--- src/tdq_pkg.sv ---
// Package for the timed wait delta queue.
// Holds sizes, op and result codes and the sequencer state type; no dependencies.
`default_nettype none
package tdq_pkg;
  localparam int unsigned DEPTH_DEF      = 16;
  localparam int unsigned DELAY_BITS_DEF = 16;

  localparam int unsigned OP_W    = 2;
  localparam int unsigned PID_W   = 8;
  localparam int unsigned DLY_W   = 16;
  localparam int unsigned SEM_W   = 8;
  localparam int unsigned KIND_W  = 3;
  localparam int unsigned WAIT_W  = 5;

  localparam logic [OP_W-1:0] OP_ENQ    = 2'd0;
  localparam logic [OP_W-1:0] OP_SIGNAL = 2'd1;
  localparam logic [OP_W-1:0] OP_TICK   = 2'd2;
  localparam logic [OP_W-1:0] OP_UNUSED = 2'd3;

  localparam logic [KIND_W-1:0] KIND_ACCEPT  = 3'd0;
  localparam logic [KIND_W-1:0] KIND_FULL    = 3'd1;
  localparam logic [KIND_W-1:0] KIND_WAKE    = 3'd2;
  localparam logic [KIND_W-1:0] KIND_TIMEOUT = 3'd3;
  localparam logic [KIND_W-1:0] KIND_NOTHING = 3'd4;

  typedef enum logic [3:0] {
    ST_IDLE,
    ST_WALK_RD,
    ST_WALK_CMP,
    ST_UP_RD,
    ST_UP_WR,
    ST_PUT,
    ST_DQ_HEAD,
    ST_DN_RD,
    ST_DN_WR,
    ST_TK_CHK,
    ST_TK_NEXT,
    ST_TK_PEEK,
    ST_TK_RE,
    ST_EMIT
  } state_e;
endpackage
`default_nettype wire

--- src/tdq_in_if.sv ---
// Input channel of the timed wait delta queue: valid/ready plus one request.
// Uses tdq_pkg for field widths.
`default_nettype none
interface tdq_in_if;
  logic                       valid;
  logic                       ready;
  logic [tdq_pkg::OP_W-1:0]   op;
  logic [tdq_pkg::PID_W-1:0]  pid;
  logic [tdq_pkg::DLY_W-1:0]  delay;
  logic [tdq_pkg::SEM_W-1:0]  owner_id;
  modport source (output valid, op, pid, delay, owner_id, input ready);
  modport sink   (input valid, op, pid, delay, owner_id, output ready);
endinterface
`default_nettype wire

--- src/tdq_out_if.sv ---
// Result channel of the timed wait delta queue: valid/ready plus one result.
// Uses tdq_pkg for field widths.
`default_nettype none
interface tdq_out_if;
  logic                        valid;
  logic                        ready;
  logic [tdq_pkg::KIND_W-1:0]  kind;
  logic [tdq_pkg::PID_W-1:0]   proc_id;
  logic [tdq_pkg::SEM_W-1:0]   credit_sem;
  logic [tdq_pkg::WAIT_W-1:0]  waiting;
  logic                        last;
  modport source (output valid, kind, proc_id, credit_sem, waiting, last, input ready);
  modport sink   (input valid, kind, proc_id, credit_sem, waiting, last, output ready);
endinterface
`default_nettype wire

--- src/tdq_ram.sv ---
// Generic single-clock RAM: one write port, one read port, registered read data.
// No dependencies.
`default_nettype none
module tdq_ram #(
  parameter int unsigned WIDTH = 8,
  parameter int unsigned DEPTH = 16
) (
  input  wire logic                     clk_i,
  input  wire logic                     we_i,
  input  wire logic [$clog2(DEPTH)-1:0] waddr_i,
  input  wire logic [WIDTH-1:0]         wdata_i,
  input  wire logic [$clog2(DEPTH)-1:0] raddr_i,
  output logic      [WIDTH-1:0]         rdata_o
);
  logic [WIDTH-1:0] mem_q [DEPTH];

  always_ff @(posedge clk_i) begin
    if (we_i) begin
      mem_q[waddr_i] <= wdata_i;
    end
    rdata_o <= mem_q[raddr_i];
  end
endmodule
`default_nettype wire

--- src/tdq_seq.sv ---
// Sequencer of the timed wait delta queue: walks, shifts and patches entries
// held in the entry RAM. Depends on tdq_pkg and the channel interfaces.
`default_nettype none
module tdq_seq #(
  parameter int unsigned DEPTH      = tdq_pkg::DEPTH_DEF,
  parameter int unsigned DELAY_BITS = tdq_pkg::DELAY_BITS_DEF,
  localparam int unsigned AW = $clog2(DEPTH),
  localparam int unsigned EW = 1 + DELAY_BITS + tdq_pkg::PID_W
) (
  input  wire logic          clk_i,
  input  wire logic          rst_ni,
  tdq_in_if.sink             in_i,
  tdq_out_if.source          out_o,
  output logic               we_o,
  output logic [AW-1:0]      waddr_o,
  output logic [EW-1:0]      wdata_o,
  output logic [AW-1:0]      raddr_o,
  input  wire logic [EW-1:0] rdata_i
);
  localparam int unsigned CW = $clog2(DEPTH + 1);
  localparam int unsigned DB = DELAY_BITS;
  localparam int unsigned PW = tdq_pkg::PID_W;

  tdq_pkg::state_e state_q, state_d, ret_q, ret_d;
  logic [CW-1:0] tot_q, tot_d, unt_q, unt_d, pos_q, pos_d, j_q, j_d;
  logic [DB-1:0] rem_q, rem_d;
  logic [PW-1:0] pid_q, pid_d;
  logic [tdq_pkg::SEM_W-1:0] own_q, own_d;
  logic timed_q, timed_d, adj_q, adj_d, first_q, first_d;
  logic [tdq_pkg::KIND_W-1:0] rk_q, rk_d;
  logic [PW-1:0] rp_q, rp_d;
  logic [tdq_pkg::SEM_W-1:0] rs_q, rs_d;
  logic rl_q, rl_d;

  logic ov_q, ov_d;
  logic [tdq_pkg::KIND_W-1:0] ok_q, ok_d;
  logic [PW-1:0] op_q, op_d;
  logic [tdq_pkg::SEM_W-1:0] os_q, os_d;
  logic [tdq_pkg::WAIT_W-1:0] ow_q, ow_d;
  logic ol_q, ol_d;

  logic [DB-1:0] r_delta, dec_delta;
  logic [PW-1:0] r_pid;
  logic          r_timed;
  logic [31:0]   dly32;
  logic [CW+tdq_pkg::WAIT_W-1:0] tot_ext;

  assign r_pid   = rdata_i[PW-1:0];
  assign r_delta = rdata_i[PW+DB-1:PW];
  assign r_timed = rdata_i[EW-1];
  assign dly32   = {16'd0, in_i.delay};
  assign tot_ext = {{tdq_pkg::WAIT_W{1'b0}}, tot_q};
  assign dec_delta = (first_q && r_delta != '0) ? r_delta - DB'(1) : r_delta;

  assign in_i.ready       = (state_q == tdq_pkg::ST_IDLE);
  assign out_o.valid      = ov_q;
  assign out_o.kind       = ok_q;
  assign out_o.proc_id    = op_q;
  assign out_o.credit_sem = os_q;
  assign out_o.waiting    = ow_q;
  assign out_o.last       = ol_q;

  always_ff @(posedge clk_i or negedge rst_ni) begin
    if (!rst_ni) begin
      state_q <= tdq_pkg::ST_IDLE;
      ret_q   <= tdq_pkg::ST_IDLE;
      tot_q   <= '0;
      unt_q   <= '0;
      ov_q    <= 1'b0;
    end else begin
      state_q <= state_d;
      ret_q   <= ret_d;
      tot_q   <= tot_d;
      unt_q   <= unt_d;
      ov_q    <= ov_d;
    end
  end

  always_ff @(posedge clk_i) begin
    pos_q <= pos_d; j_q <= j_d; rem_q <= rem_d; pid_q <= pid_d; own_q <= own_d;
    timed_q <= timed_d; adj_q <= adj_d; first_q <= first_d;
    rk_q <= rk_d; rp_q <= rp_d; rs_q <= rs_d; rl_q <= rl_d;
    ok_q <= ok_d; op_q <= op_d; os_q <= os_d; ow_q <= ow_d; ol_q <= ol_d;
  end

  always_comb begin
    state_d = state_q; ret_d = ret_q; tot_d = tot_q; unt_d = unt_q;
    pos_d = pos_q; j_d = j_q; rem_d = rem_q; pid_d = pid_q; own_d = own_q;
    timed_d = timed_q; adj_d = adj_q; first_d = first_q;
    rk_d = rk_q; rp_d = rp_q; rs_d = rs_q; rl_d = rl_q;
    ok_d = ok_q; op_d = op_q; os_d = os_q; ow_d = ow_q; ol_d = ol_q;
    ov_d = ov_q && !out_o.ready;
    we_o = 1'b0; waddr_o = '0; wdata_o = rdata_i; raddr_o = '0;

    unique case (state_q)
      tdq_pkg::ST_IDLE: begin
        if (in_i.valid) begin
          pid_d = in_i.pid;
          own_d = in_i.owner_id;
          rem_d = dly32[DB-1:0];
          rk_d  = tdq_pkg::KIND_NOTHING; rp_d = '0; rs_d = '0; rl_d = 1'b1;
          ret_d = tdq_pkg::ST_IDLE;
          state_d = tdq_pkg::ST_EMIT;
          unique case (in_i.op)
            tdq_pkg::OP_ENQ: begin
              pos_d = unt_q;
              if (tot_q >= CW'(DEPTH)) begin
                rk_d = tdq_pkg::KIND_FULL;
              end else if (dly32[DB-1:0] == '0) begin
                timed_d = 1'b0; j_d = tot_q; state_d = tdq_pkg::ST_UP_RD;
              end else begin
                timed_d = 1'b1; state_d = tdq_pkg::ST_WALK_RD;
              end
            end
            tdq_pkg::OP_SIGNAL: begin
              if (tot_q != '0) begin
                raddr_o = '0; state_d = tdq_pkg::ST_DQ_HEAD;
              end
            end
            tdq_pkg::OP_TICK: begin
              if (tot_q > unt_q) begin
                raddr_o = unt_q[AW-1:0]; first_d = 1'b1; state_d = tdq_pkg::ST_TK_CHK;
              end
            end
            default: ;
          endcase
        end
      end
      tdq_pkg::ST_WALK_RD: begin
        if (pos_q < tot_q) begin
          raddr_o = pos_q[AW-1:0]; state_d = tdq_pkg::ST_WALK_CMP;
        end else begin
          j_d = tot_q; state_d = tdq_pkg::ST_UP_RD;
        end
      end
      tdq_pkg::ST_WALK_CMP: begin
        if (r_delta <= rem_q) begin
          rem_d = rem_q - r_delta; pos_d = pos_q + CW'(1); state_d = tdq_pkg::ST_WALK_RD;
        end else begin
          we_o = 1'b1; waddr_o = pos_q[AW-1:0];
          wdata_o = {r_timed, r_delta - rem_q, r_pid};
          j_d = tot_q; state_d = tdq_pkg::ST_UP_RD;
        end
      end
      tdq_pkg::ST_UP_RD: begin
        if (j_q > pos_q) begin
          raddr_o = AW'(j_q - CW'(1)); state_d = tdq_pkg::ST_UP_WR;
        end else begin
          state_d = tdq_pkg::ST_PUT;
        end
      end
      tdq_pkg::ST_UP_WR: begin
        we_o = 1'b1; waddr_o = j_q[AW-1:0];
        j_d = j_q - CW'(1); state_d = tdq_pkg::ST_UP_RD;
      end
      tdq_pkg::ST_PUT: begin
        we_o = 1'b1; waddr_o = pos_q[AW-1:0];
        wdata_o = {timed_q, rem_q, pid_q};
        tot_d = tot_q + CW'(1);
        if (!timed_q) unt_d = unt_q + CW'(1);
        rk_d = tdq_pkg::KIND_ACCEPT; state_d = tdq_pkg::ST_EMIT;
      end
      tdq_pkg::ST_DQ_HEAD: begin
        rp_d = r_pid; rem_d = r_delta; adj_d = (unt_q == '0);
        rk_d = tdq_pkg::KIND_WAKE; pos_d = '0;
        j_d = CW'(1); state_d = tdq_pkg::ST_DN_RD;
      end
      tdq_pkg::ST_DN_RD: begin
        if (j_q < tot_q) begin
          raddr_o = j_q[AW-1:0]; state_d = tdq_pkg::ST_DN_WR;
        end else begin
          tot_d = tot_q - CW'(1);
          if (rk_q == tdq_pkg::KIND_WAKE) begin
            if (unt_q != '0) unt_d = unt_q - CW'(1);
            state_d = tdq_pkg::ST_EMIT;
          end else begin
            state_d = tdq_pkg::ST_TK_NEXT;
          end
        end
      end
      tdq_pkg::ST_DN_WR: begin
        we_o = 1'b1; waddr_o = AW'(j_q - CW'(1));
        // timed head leaves: its delta folds into the next entry
        if (adj_q && j_q == CW'(1)) wdata_o = {r_timed, r_delta + rem_q, r_pid};
        j_d = j_q + CW'(1); state_d = tdq_pkg::ST_DN_RD;
      end
      tdq_pkg::ST_TK_CHK: begin
        if (dec_delta == '0) begin
          rk_d = tdq_pkg::KIND_TIMEOUT; rp_d = r_pid; rs_d = own_q; adj_d = 1'b0;
          j_d = unt_q + CW'(1); state_d = tdq_pkg::ST_DN_RD;
        end else begin
          we_o = 1'b1; waddr_o = unt_q[AW-1:0];
          wdata_o = {r_timed, dec_delta, r_pid};
          rl_d = 1'b1; state_d = tdq_pkg::ST_EMIT;
        end
      end
      tdq_pkg::ST_TK_NEXT: begin
        if (tot_q > unt_q) begin
          raddr_o = unt_q[AW-1:0]; state_d = tdq_pkg::ST_TK_PEEK;
        end else begin
          rl_d = 1'b1; ret_d = tdq_pkg::ST_IDLE; state_d = tdq_pkg::ST_EMIT;
        end
      end
      tdq_pkg::ST_TK_PEEK: begin
        if (r_delta == '0) begin
          rl_d = 1'b0; ret_d = tdq_pkg::ST_TK_RE;
        end else begin
          rl_d = 1'b1; ret_d = tdq_pkg::ST_IDLE;
        end
        state_d = tdq_pkg::ST_EMIT;
      end
      tdq_pkg::ST_TK_RE: begin
        raddr_o = unt_q[AW-1:0]; first_d = 1'b0; state_d = tdq_pkg::ST_TK_CHK;
      end
      tdq_pkg::ST_EMIT: begin
        if (!ov_q || out_o.ready) begin
          ov_d = 1'b1; ok_d = rk_q; op_d = rp_q; os_d = rs_q; ol_d = rl_q;
          ow_d = tot_ext[tdq_pkg::WAIT_W-1:0];
          state_d = ret_q;
        end
      end
      default: state_d = tdq_pkg::ST_IDLE;
    endcase
  end
endmodule
`default_nettype wire

--- src/timed_wait_delta_queue.sv ---
// Top level of the timed wait delta queue: sequencer plus entry RAM.
// Depends on tdq_pkg, tdq_in_if, tdq_out_if, tdq_ram and tdq_seq.
//
//   channel  dir  transfer when   payload
//   in_i     in   valid & ready   op, pid, delay, owner_id
//   out_o    out  valid & ready   kind, proc_id, credit_sem, waiting, last
//
// One request at a time; the entry RAM port sets the cost. Enqueue walks the
// timed entries and shifts the later entries up; signal shifts entries down;
// each timeout release shifts the entries behind it down. Reset clears only
// the counts, no RAM pass.
// A stalled out_o holds the sequencer at its next result.
`default_nettype none
module timed_wait_delta_queue #(
  parameter int unsigned DEPTH      = tdq_pkg::DEPTH_DEF,
  parameter int unsigned DELAY_BITS = tdq_pkg::DELAY_BITS_DEF
) (
  input  wire logic clk_i,
  input  wire logic rst_ni,
  tdq_in_if.sink    in_i,
  tdq_out_if.source out_o
);
  localparam int unsigned AW = $clog2(DEPTH);
  localparam int unsigned EW = 1 + DELAY_BITS + tdq_pkg::PID_W;

  logic          we;
  logic [AW-1:0] waddr, raddr;
  logic [EW-1:0] wdata, rdata;

  tdq_seq #(.DEPTH(DEPTH), .DELAY_BITS(DELAY_BITS)) u_seq (
    .clk_i, .rst_ni, .in_i, .out_o,
    .we_o(we), .waddr_o(waddr), .wdata_o(wdata), .raddr_o(raddr), .rdata_i(rdata)
  );

  tdq_ram #(.WIDTH(EW), .DEPTH(DEPTH)) u_ram (
    .clk_i, .we_i(we), .waddr_i(waddr), .wdata_i(wdata), .raddr_i(raddr), .rdata_o(rdata)
  );
endmodule
`default_nettype wire

--- src/flat_wrapper.sv ---
// flat-port wrapper written by rule: the top's interface ports become plain ports
module timed_wait_delta_queue_flat 
#(
  parameter int unsigned DEPTH      = tdq_pkg::DEPTH_DEF,
  parameter int unsigned DELAY_BITS = tdq_pkg::DELAY_BITS_DEF
)
  (clk_i, rst_ni, in_i_valid, in_i_op, in_i_pid, in_i_delay, in_i_owner_id, in_i_ready, out_o_valid, out_o_kind, out_o_proc_id, out_o_credit_sem, out_o_waiting, out_o_last, out_o_ready);
  tdq_in_if in_i_i ();
  tdq_out_if out_o_i ();
  input  wire logic clk_i;
  input  wire logic rst_ni;
  input wire logic [$bits(in_i_i.valid)-1:0] in_i_valid;
  input wire logic [$bits(in_i_i.op)-1:0] in_i_op;
  input wire logic [$bits(in_i_i.pid)-1:0] in_i_pid;
  input wire logic [$bits(in_i_i.delay)-1:0] in_i_delay;
  input wire logic [$bits(in_i_i.owner_id)-1:0] in_i_owner_id;
  output wire logic [$bits(in_i_i.ready)-1:0] in_i_ready;
  output wire logic [$bits(out_o_i.valid)-1:0] out_o_valid;
  output wire logic [$bits(out_o_i.kind)-1:0] out_o_kind;
  output wire logic [$bits(out_o_i.proc_id)-1:0] out_o_proc_id;
  output wire logic [$bits(out_o_i.credit_sem)-1:0] out_o_credit_sem;
  output wire logic [$bits(out_o_i.waiting)-1:0] out_o_waiting;
  output wire logic [$bits(out_o_i.last)-1:0] out_o_last;
  input wire logic [$bits(out_o_i.ready)-1:0] out_o_ready;
  assign in_i_i.valid = in_i_valid;
  assign in_i_i.op = in_i_op;
  assign in_i_i.pid = in_i_pid;
  assign in_i_i.delay = in_i_delay;
  assign in_i_i.owner_id = in_i_owner_id;
  assign in_i_ready = in_i_i.ready;
  assign out_o_valid = out_o_i.valid;
  assign out_o_kind = out_o_i.kind;
  assign out_o_proc_id = out_o_i.proc_id;
  assign out_o_credit_sem = out_o_i.credit_sem;
  assign out_o_waiting = out_o_i.waiting;
  assign out_o_last = out_o_i.last;
  assign out_o_i.ready = out_o_ready;
  timed_wait_delta_queue #(.DEPTH(DEPTH), .DELAY_BITS(DELAY_BITS)) u_core (.clk_i(clk_i), .rst_ni(rst_ni), .in_i(in_i_i), .out_o(out_o_i));
endmodule
--- config.mk ---
export PLATFORM = sky130hd
export DESIGN_NAME = timed_wait_delta_queue_flat
export DESIGN_NICKNAME = d
export VERILOG_FILES = /design/src/tdq_pkg.sv /design/src/tdq_in_if.sv /design/src/tdq_out_if.sv /design/src/tdq_ram.sv /design/src/tdq_seq.sv /design/src/timed_wait_delta_queue.sv /design/src/flat_wrapper.sv
export SDC_FILE = /design/constraint.sdc
export NUM_CORES = 1
export LEC_CHECK = 0
export BUFFER_PORTS_ARGS = -buffer_cell sky130_fd_sc_hd__buf_2
export CAP_MARGIN = 20
export CELL_PAD_IN_SITES_DETAIL_PLACEMENT = 0
export CELL_PAD_IN_SITES_GLOBAL_PLACEMENT = 2
export CORE_MARGIN = 3
export CORE_UTILIZATION = 49
export DETAILED_ROUTE_END_ITERATION = 8
export GPL_ROUTABILITY_DRIVEN = 0
export PLACE_DENSITY_LB_ADDON = 0.1
export SLEW_MARGIN = 20
export SYNTH_ARGS = -nofsm -noshare
export SYNTH_HDL_FRONTEND = slang
export SYNTH_HIERARCHICAL = 1
export SYNTH_SLANG_ARGS = --single-unit
--- constraint.sdc ---
create_clock -name clk_i -period 8.1 [get_ports clk_i]
set_input_delay 1.62 -clock clk_i [delete_from_list [all_inputs] [get_ports clk_i]]
set_output_delay 1.62 -clock clk_i [all_outputs]
set_load 0.02 [all_outputs]
==> results of run 1 <==
[final timing paths]
kind,to,start,depth (start not counted)
max in group asynchronous,u_core/u_seq/out_o.valid,rst_ni,1
max,u_core/u_ram/mem_q[14][12],u_core/u_ram/rdata_o[9],10
max reg2reg,u_core/u_ram/mem_q[14][12],u_core/u_ram/rdata_o[9],10
min,u_core/u_seq/out_o.proc_id[4],u_core/u_seq/rp_q[4],0
min reg2reg,u_core/u_seq/out_o.proc_id[4],u_core/u_seq/rp_q[4],0
min in group asynchronous,u_core/u_seq/unt_q[1],rst_ni,1
[per-layer routing]
metal	GRT usage (%)	up-vias	share of wire, %
met4	8.19	0	3.1
met1	34.6	7770	43
met3	3.32	113	5.9
li1	-	6872	-
met2	40.5	580	48
met5	0	-	0
[power by group]
group	switching [uW]	total, uW	internal, uW	leakage (uW)
Clock	1010	2370	1360	0.000838
Combinational	3200	4970	1770	0.00377
Sequential	451	4480	4030	0.00468
[metrics by stage]
step | setup WS [ps] | utilization, % | power [uW] | hold WS, ps | area [um^2]
detailed placement | 2440 | 52.4 | 9490 | 406 | 25200
floorplan | 2850 | - | 7790 | 400 | 24100
finish | 2280 | 56.1 | 11800 | 420 | 27000
CTS | 2420 | 56.0 | 11900 | 420 | 27000
global placement | 2360 | 52.4 | 9420 | 403 | 25200
global route | 2080 | 56.1 | 12500 | 425 | 27000
[worst max-delay path, delay by kind of cell, from the launching register on]
family                     cells  cell delay, ps
AOI/OAI and AO/OA              2            1300
adders and majority gates      1             350
buffers and inverters          1             280
DFF                            1             480
and+or+nand+nor                6            3010
[registers in the layout, indices dropped and copies added, names as in the netlist, 8 cells and up]
signal                         count
u_core/u_seq/rs_q                  8
u_core/u_seq/pid_q                 8
u_core/u_seq/rem_q                16
u_core/u_seq/out_o.proc_id         8
u_core/u_ram/mem_q               384
u_core/u_seq/out_o.credit_sem      8
u_core/u_seq/own_q                 8
u_core/u_seq/rp_q                  8
u_core/u_ram/rdata_o              24
[area by class of cell]
| class | instances | area, um^2 |
|---|---|---|
| inverters | 79 | 297 |
| well taps | 656 | 821 |
| multi-input cells | 1042 | 8450 |
| repair buffers | 97 | 633 |
| clock buffers | 64 | 1390 |
| flip-flops and latches | 514 | 15100 |
| fillers | 3857 | 21100 |
| clock inverters | 31 | 327 |
==> results_dict.tcl, run 1 <==
set metrics [dict create \
    fin_crit_sh_pct 71.9 \
    crit_top_cell "nor2_4" \
    yosysWarnings 6 \
    fin_crit_ps 5820 \
    critPathKind "flip-flop to flip-flop" \
    maxCapViolCount 0 \
    grt_pass1_wl_mm 97.7 \
    coreArea_um2 48100 \
    tightest_slew_ps 1060 \
    power.density_nw_per_um2 438 \
    clkTransAtPathRegs_ps 60 \
    slew_viol_final 0 \
    avgSynthCellArea_um2 14.0 \
    synth_area_um2 24100 \
    numCtsBuffers 52 \
    finalNonFillerCells 2483 \
    h-tree-depth 2 \
    vias 15300 \
    peakVddDrop_mv 0.232 \
    dp_hpwl_mm 42.3 \
    initial_core_util_pct 50.1 \
    antenna_left 0 \
    die_w_um 228 \
    fmax_mhz 172 \
    syn2layout_area_growth_pct 12.1 \
    dieArea_um2 51900 \
    final_common_cell "edfxtp_1" \
    maxSlewHeadroom_pct 29.4 \
    rows 80 \
    cp_slowest_cell "nor2_4" \
    firstDrtPassIters 5 \
    cts_tree "yes" \
    layout_common_cells "474 x edfxtp_1, 128 x nand2_1, 96 x mux4_2, 96 x nor2_1" \
    cts_resized 0 \
    layout-drive-gt1-share_pct 17.7 \
    cts_hold_buf 0 \
    pin_count 65 \
    slowest_delay_ps 880 \
    p_leak_uw 0.00929 \
    synthCells 1727 \
    final.setup.tns_ps 0 \
    grt_pass1_vias 15400 \
    diodes 0 \
    min_path_type "flip-flop to flip-flop" \
    cts_setup_buffers 0 \
    wl_mm 64.2 \
    status "completed" \
    clock-root-buffer "clkbuf_16" \
    synth_nets 1844 \
    setup_viol 0 \
    r2r_slack_ps 2280 \
    io_buffers 64 \
    cp-end-kind "flip-flop" \
    gr-total-overflow 0 \
    fin_nets 1903 \
    antenna_found_initial 1 \
    grtUsageTotal_pct 24.7 \
    skew_ps 32.5 \
    critical_path.startpoint_type "flip-flop" \
    cp_max_fo 24 \
    wire_per_inst_um 25.9 \
    grt_max_degree 97 \
    hold_viol_final 0 \
    critPathRequiredTime_ps 8310 \
    drt_iter0_drc 1362 \
    die_h_um 228 \
    crit_chain "inv_1, ha_1, nor3b_1, nand3_1, a2111oi_0, and4_1, nor2_4, a221o_1, nand2b_1, nor2_4" \
    clock_latency_ps 610 \
    clk_path_buf_depth 3 \
    rsz0062_at_grt "no" \
    dp.cells 2386 \
    via_per_inst 6.18 \
    arrival_ps 6030 \
    remaining_drc_errors 0 \
    clock-sinks 514 \
]
(Power assumes the default switching activity.)
==> inputs of run 2 (changes only) <==
Settings changed: CORE_UTILIZATION 49 to 46.
Clock period 8.1 ns to 6 ns, I/O delays scaled along.
==> run 2 against run 1 <==
Net effect:
- power is 39% higher
- clock-buffer cell count is 11 higher
- routed wire length is 0.87% higher
- die area is 6.3% higher
- register-to-register slack worse by 1400 ps
- clock skew is 1.4 ps higher
- critical path type unchanged
- largest power group unchanged
- highest routed layer unchanged
==> results_dict.tcl, run 2 (synthesis gave the netlist of run 1 again) <==
set metrics [dict create \
    status "completed" \
    multi_input_area_um2 8440 \
    critPathRequiredTime_ps 6220 \
    final.setup.tns_ps 0 \
    grtUsageTotal_pct 23.3 \
    cp_max_fo 24 \
    clock-sinks 514 \
    critical_path.startpoint_type "flip-flop" \
    crit_top_cell "nor2_4" \
    maxSlewHeadroom_pct 29.2 \
    fin_crit_sh_pct 84.7 \
    min_from "u_core/u_seq/rl_q" \
    grt_max_degree 97 \
    p_leak_uw 0.00947 \
    critPathTopFamily "simple AND/OR/NAND/NOR gates" \
    skew_ps 33.9 \
    antenna_left 0 \
    largest-register "u_core/u_ram/mem_q" \
    arrival_ps 5310 \
    grt_pass1_vias 15300 \
    initial_core_util_pct 46.7 \
    via_per_inst 6.03 \
    path_buf_inv 2 \
    h-tree-depth 2 \
    dieArea_um2 55200 \
    remaining_drc_errors 0 \
    reg.largest.list "u_core/u_ram/mem_q x384, u_core/u_ram/rdata_o x24, u_core/u_seq/rem_q x16" \
    fin_nets 1934 \
    cts_setup_buffers 0 \
    clock_latency_ps 620 \
    utilization_pct 53.0 \
    dp_hpwl_mm 43.2 \
    critPathKind "flip-flop to flip-flop" \
    startpoint "u_core/u_ram/rdata_o[9]" \
    cts_hold_buf 0 \
    cp_slowest_cell "nor3b_1" \
    clkTransAtPathRegs_ps 60 \
    cp-end-kind "flip-flop" \
    power.density_nw_per_um2 602 \
    wire_per_inst_um 25.5 \
    layout_common_cells "474 x edfxtp_1, 128 x nand2_1, 96 x mux4_2, 96 x nor2_1, 77 x inv_1" \
    gr-total-overflow 0 \
    wl_mm 64.8 \
    grt_pass1_wl_mm 98.2 \
    pin_count 65 \
    rsz0062_at_grt "no" \
    die_w_um 235 \
    peakVddDrop_mv 0.339 \
    clk_path_buf_depth 3 \
    diodes 0 \
    drt_iter0_drc 1707 \
    tightest_slew_ps 1050 \
    syn2layout_area_growth_pct 13.3 \
    firstDrtPassIters 6 \
    fin_crit_ps 5080 \
    maxCapViolCount 0 \
    clock-root-buffer "clkbuf_16" \
    vias 15300 \
    fmax_mhz 197 \
    final_common_cell "edfxtp_1" \
    seqCellArea_um2 15100 \
    slew_viol_final 0 \
    coreArea_um2 51600 \
    layout-drive-gt1-share_pct 19.1 \
    largest_reg_flops 384 \
    io_buffers 64 \
    r2r-start "u_core/u_ram/rdata_o[9]" \
    min_path_type "flip-flop to flip-flop" \
    die_h_um 235 \
    antenna_found_initial 0 \
    cts_resized 0 \
    cts_tree "yes" \
    rows 83 \
    setup_viol 0 \
    hold_viol_final 0 \
    num-fill-cells 4338 \
    crit_chain "buf_4, inv_1, ha_1, nor3b_1, nand3_1, a2111oi_0, and4_1, nor2_4, a221o_1, nand2b_1, nor2_4" \
    numCtsBuffers 53 \
    slowest_delay_ps 710 \
]
-- run 2: changes by cell type in the layout (fill, tap and decap cells not counted), sizes merged --
cell	delta
clkbuf	+11
buf	+30
inv	+3
clkinvlp	-1
clkinv	-8
-- run 2: path summary, 6_finish.rpt --
path | endpoint | slack (ps) | cells after the start
hold / removal | u_core/u_seq/out_o.last | 420 | 0
hold reg to reg | u_core/u_seq/out_o.last | 420 | 0
min in group asynchronous | u_core/u_seq/state_q[3] | 520 | 1
setup / recovery | u_core/u_ram/mem_q[10][12] | 920 | 11
setup reg to reg | u_core/u_ram/mem_q[10][12] | 920 | 11
max in group asynchronous | u_core/u_seq/out_o.valid | 5180 | 1
-- run 2: area by class of cell --
type | count | share of cell area (%)
clock buffer | 75 | 5.56
inverter | 79 | 1.08
timing repair buffer | 127 | 3.04
clock inverter | 25 | 1.03
multi-input combinational | 1042 | 30.9
sequential | 514 | 55.3
tap | 680 | 3.11
-- run 2: where the power goes --
part | internal (uW) | switching, uW | total, uW
clock | 1950 | 1390 | 3340
sequential | 5440 | 448 | 5890
combinational | 2490 | 4720 | 7210
total | 9890 | 6560 | 16400
-- run 2: per-layer routing --
layer / vias to the layer above / track usage (%) / wire [um]
li1: 6930 / - / -
met5: - / 0 / 0
met3: 82 / 3.66 / 3840
met4: 0 / 5.77 / 1370
met1: 7812 / 34.1 / 29200
met2: 503 / 37.0 / 30400
-- run 2: through the flow --
step	hold slack, ps	setup WS (ps)	total power (uW)	area [um^2]	std cells
6_report	417	916	16400	27300	2542
5_1_grt	426	533	17400	27300	2542
4_1_cts	418	958	16500	27300	2542
3_5_place_dp	405	995	13100	25500	2442
3_3_place_gp	400	1230	13100	25500	2442
2_1_floorplan	400	750	10500	24100	1727
==> inputs of run 3 (changes only) <==
Clock period 6 ns to 4.7 ns, I/O delays scaled along.
==> run 3 against run 2 <==
Net effect:
- register-to-register slack lost 560 ps
- utilization grew 0.89 points
- clock power grew 31%
- routed wire length grew 4.0%
- first-iteration DRC count shrank 1.2%
- setup slack lost 560 ps
- global-route usage grew 0.84 points
- critical path type unchanged
- critical endpoint is now u_core/u_ram/mem_q[0][8]
==> results_dict.tcl, run 3 (synthesis gave the netlist of run 1 again) <==
set metrics [dict create \
    status "completed" \
    dr_wl_met3_mm 4.12 \
    cts_setup_buffers 0 \
    finalNonFillerCells 2586 \
    largest-register "u_core/u_ram/mem_q" \
    reg.largest.list "u_core/u_ram/mem_q x384, u_core/u_ram/rdata_o x24, u_core/u_seq/rem_q x16" \
    dp_slack_ps 347 \
    tightest_slew_ps 921 \
    maxSlewHeadroom_pct 38.5 \
    slew_viol_final 0 \
    arrival_ps 4620 \
    gr-total-overflow 0 \
    remaining_drc_errors 0 \
    die_w_um 235 \
    rows 83 \
    cts_tree "yes" \
    syn2layout_area_growth_pct 15.3 \
    clk_path_buf_depth 3 \
    clock-root-buffer "clkbuf_16" \
    p_leak_uw 0.00969 \
    initial_core_util_pct 46.7 \
    peakVddDrop_mv 0.454 \
    antenna_found_initial 0 \
    layout-drive-gt1-share_pct 20.8 \
    grtUsageTotal_pct 24.2 \
    fin_crit_ps 4340 \
    power.density_nw_per_um2 773 \
    dp_hpwl_mm 45.7 \
    fmax_mhz 230 \
    fin_crit_sh_pct 92.3 \
    maxCapViolCount 0 \
    slowest_delay_ps 630 \
    worstReg2RegEnd "u_core/u_ram/mem_q[0][8]" \
    hold_viol_final 0 \
    rsz0062_at_grt "no" \
    clock_latency_ps 630 \
    antenna_left 0 \
    wirelength_met1_mm 30.8 \
    largest_reg_flops 384 \
    r2r-start "u_core/u_ram/rdata_o[9]" \
    fin_nets 1976 \
    final_common_cell "edfxtp_1" \
    clkTransAtPathRegs_ps 70 \
    cp-end-kind "flip-flop" \
    die_h_um 235 \
    dp.cells 2482 \
    num-fill-cells 4314 \
    h-tree-depth 2 \
    layout_common_cells "474 x edfxtp_1, 128 x nand2_1, 96 x mux4_2, 96 x nor2_1, 91 x buf_4" \
    skew_ps 48.5 \
    numCtsBuffers 55 \
    wl_met2_mm 31.0 \
    io_buffers 64 \
    critical_path.startpoint_type "flip-flop" \
    cp_max_fo 24 \
    r2r_slack_ps 360 \
    cp_slowest_cell "or3b_2" \
    highest_layer "met4" \
    grt_pass1_vias 15600 \
    reg2reg_depth 12 \
    grt_max_degree 49 \
    crit_chain "inv_1, ha_1, or3b_2, nor3_2, a21oi_1, a211oi_1, and4_1, nor2_4, a221o_1, or3b_2, nor3_4, buf_4" \
    cts_resized 0 \
    critPathKind "flip-flop to flip-flop" \
    dieArea_um2 55200 \
    cts_hold_buf 0 \
    drt_iter0_drc 1687 \
    crit_top_cell "or3b_2" \
    grt_pass1_wl_mm 101 \
    final.setup.tns_ps 0 \
    via_per_inst 6.05 \
    setup_slack_ps 361 \
    vias 15700 \
    clock-sinks 514 \
    coreArea_um2 51600 \
    wire_per_inst_um 26.0 \
    pin_count 65 \
    setup_viol 0 \
    min_path_type "input port to asynchronous set/reset pin" \
    firstDrtPassIters 8 \
    critPathRequiredTime_ps 4980 \
    wl_mm 67.3 \
]
-- run 3: changes by cell type in the layout (fill, tap and decap cells not counted), moves of 2 or more --
cell / previous run / this run
inv_6: 0 / 4
nor3_4: 0 / 4
nor3_2: 6 / 2
buf_4: 60 / 91
clkbuf_8: 9 / 4
buf_12: 3 / 12
inv_8: 0 / 2
clkinv_4: 0 / 3
-- run 3: where the power goes --
part	internal [uW]	switching, uW
Combinational	3430	6290
Clock	2480	1880
Sequential	6930	483
Total	12800	8650
-- run 3: area by class of cell --
cell class              count  area, um^2  share of cell area (%)
repair buffers            167        1240                    4.47
inverters                  79         297                    1.07
well taps                 680         851                    3.06
clock buffers              70        1470                    5.30
flip-flops and latches    514       15100                    54.4
clock inverters            33         367                    1.32
diodes                      1        2.50                 0.00900
multi-input cells        1042        8450                    30.4
-- run 3: how the worst max path moves through the flow --
stage                             start                        end  slack, ps  depth (start not counted)
5_1_grt         u_core/u_ram/rdata_o[9]   u_core/u_ram/mem_q[0][8]         90                         12
3_3_place_gp   u_core/u_ram/rdata_o[22]  u_core/u_ram/mem_q[0][20]        420                         11
4_1_cts         u_core/u_ram/rdata_o[9]   u_core/u_ram/mem_q[0][7]        350                         12
3_5_place_dp    u_core/u_ram/rdata_o[9]  u_core/u_ram/mem_q[0][16]        350                         12
6_report        u_core/u_ram/rdata_o[9]   u_core/u_ram/mem_q[0][8]        360                         12
2_1_floorplan   u_core/u_ram/rdata_o[9]   u_core/u_ram/mem_q[1][0]        110                         12
-- run 3: per-layer routing --
layer	global-route usage, %	vias up
met5	0	-
met4	6.14	0
met3	3.44	95
met2	37.3	558
met1	36.4	7984
li1	-	7018
-- run 3: through the flow --
step	cell area, um^2	util [%]	hold WS (ps)	power, uW
2_1_floorplan	24100	-	400	13400
3_3_place_gp	25900	50.3	401	17100
3_5_place_dp	25900	50.3	405	17200
4_1_cts	27800	53.8	220	21600
5_1_grt	27800	53.8	252	22700
6_report	27800	53.9	252	21500
-- run 3: critical path, delay by kind of cell (launching register included) --
family / cells / cell delay (ps)
adders and majority gates: 1 / 280
and+or+nand+nor: 6 / 1980
DFF: 1 / 310
AOI/OAI and AO/OA: 3 / 940
buffers and inverters: 2 / 500
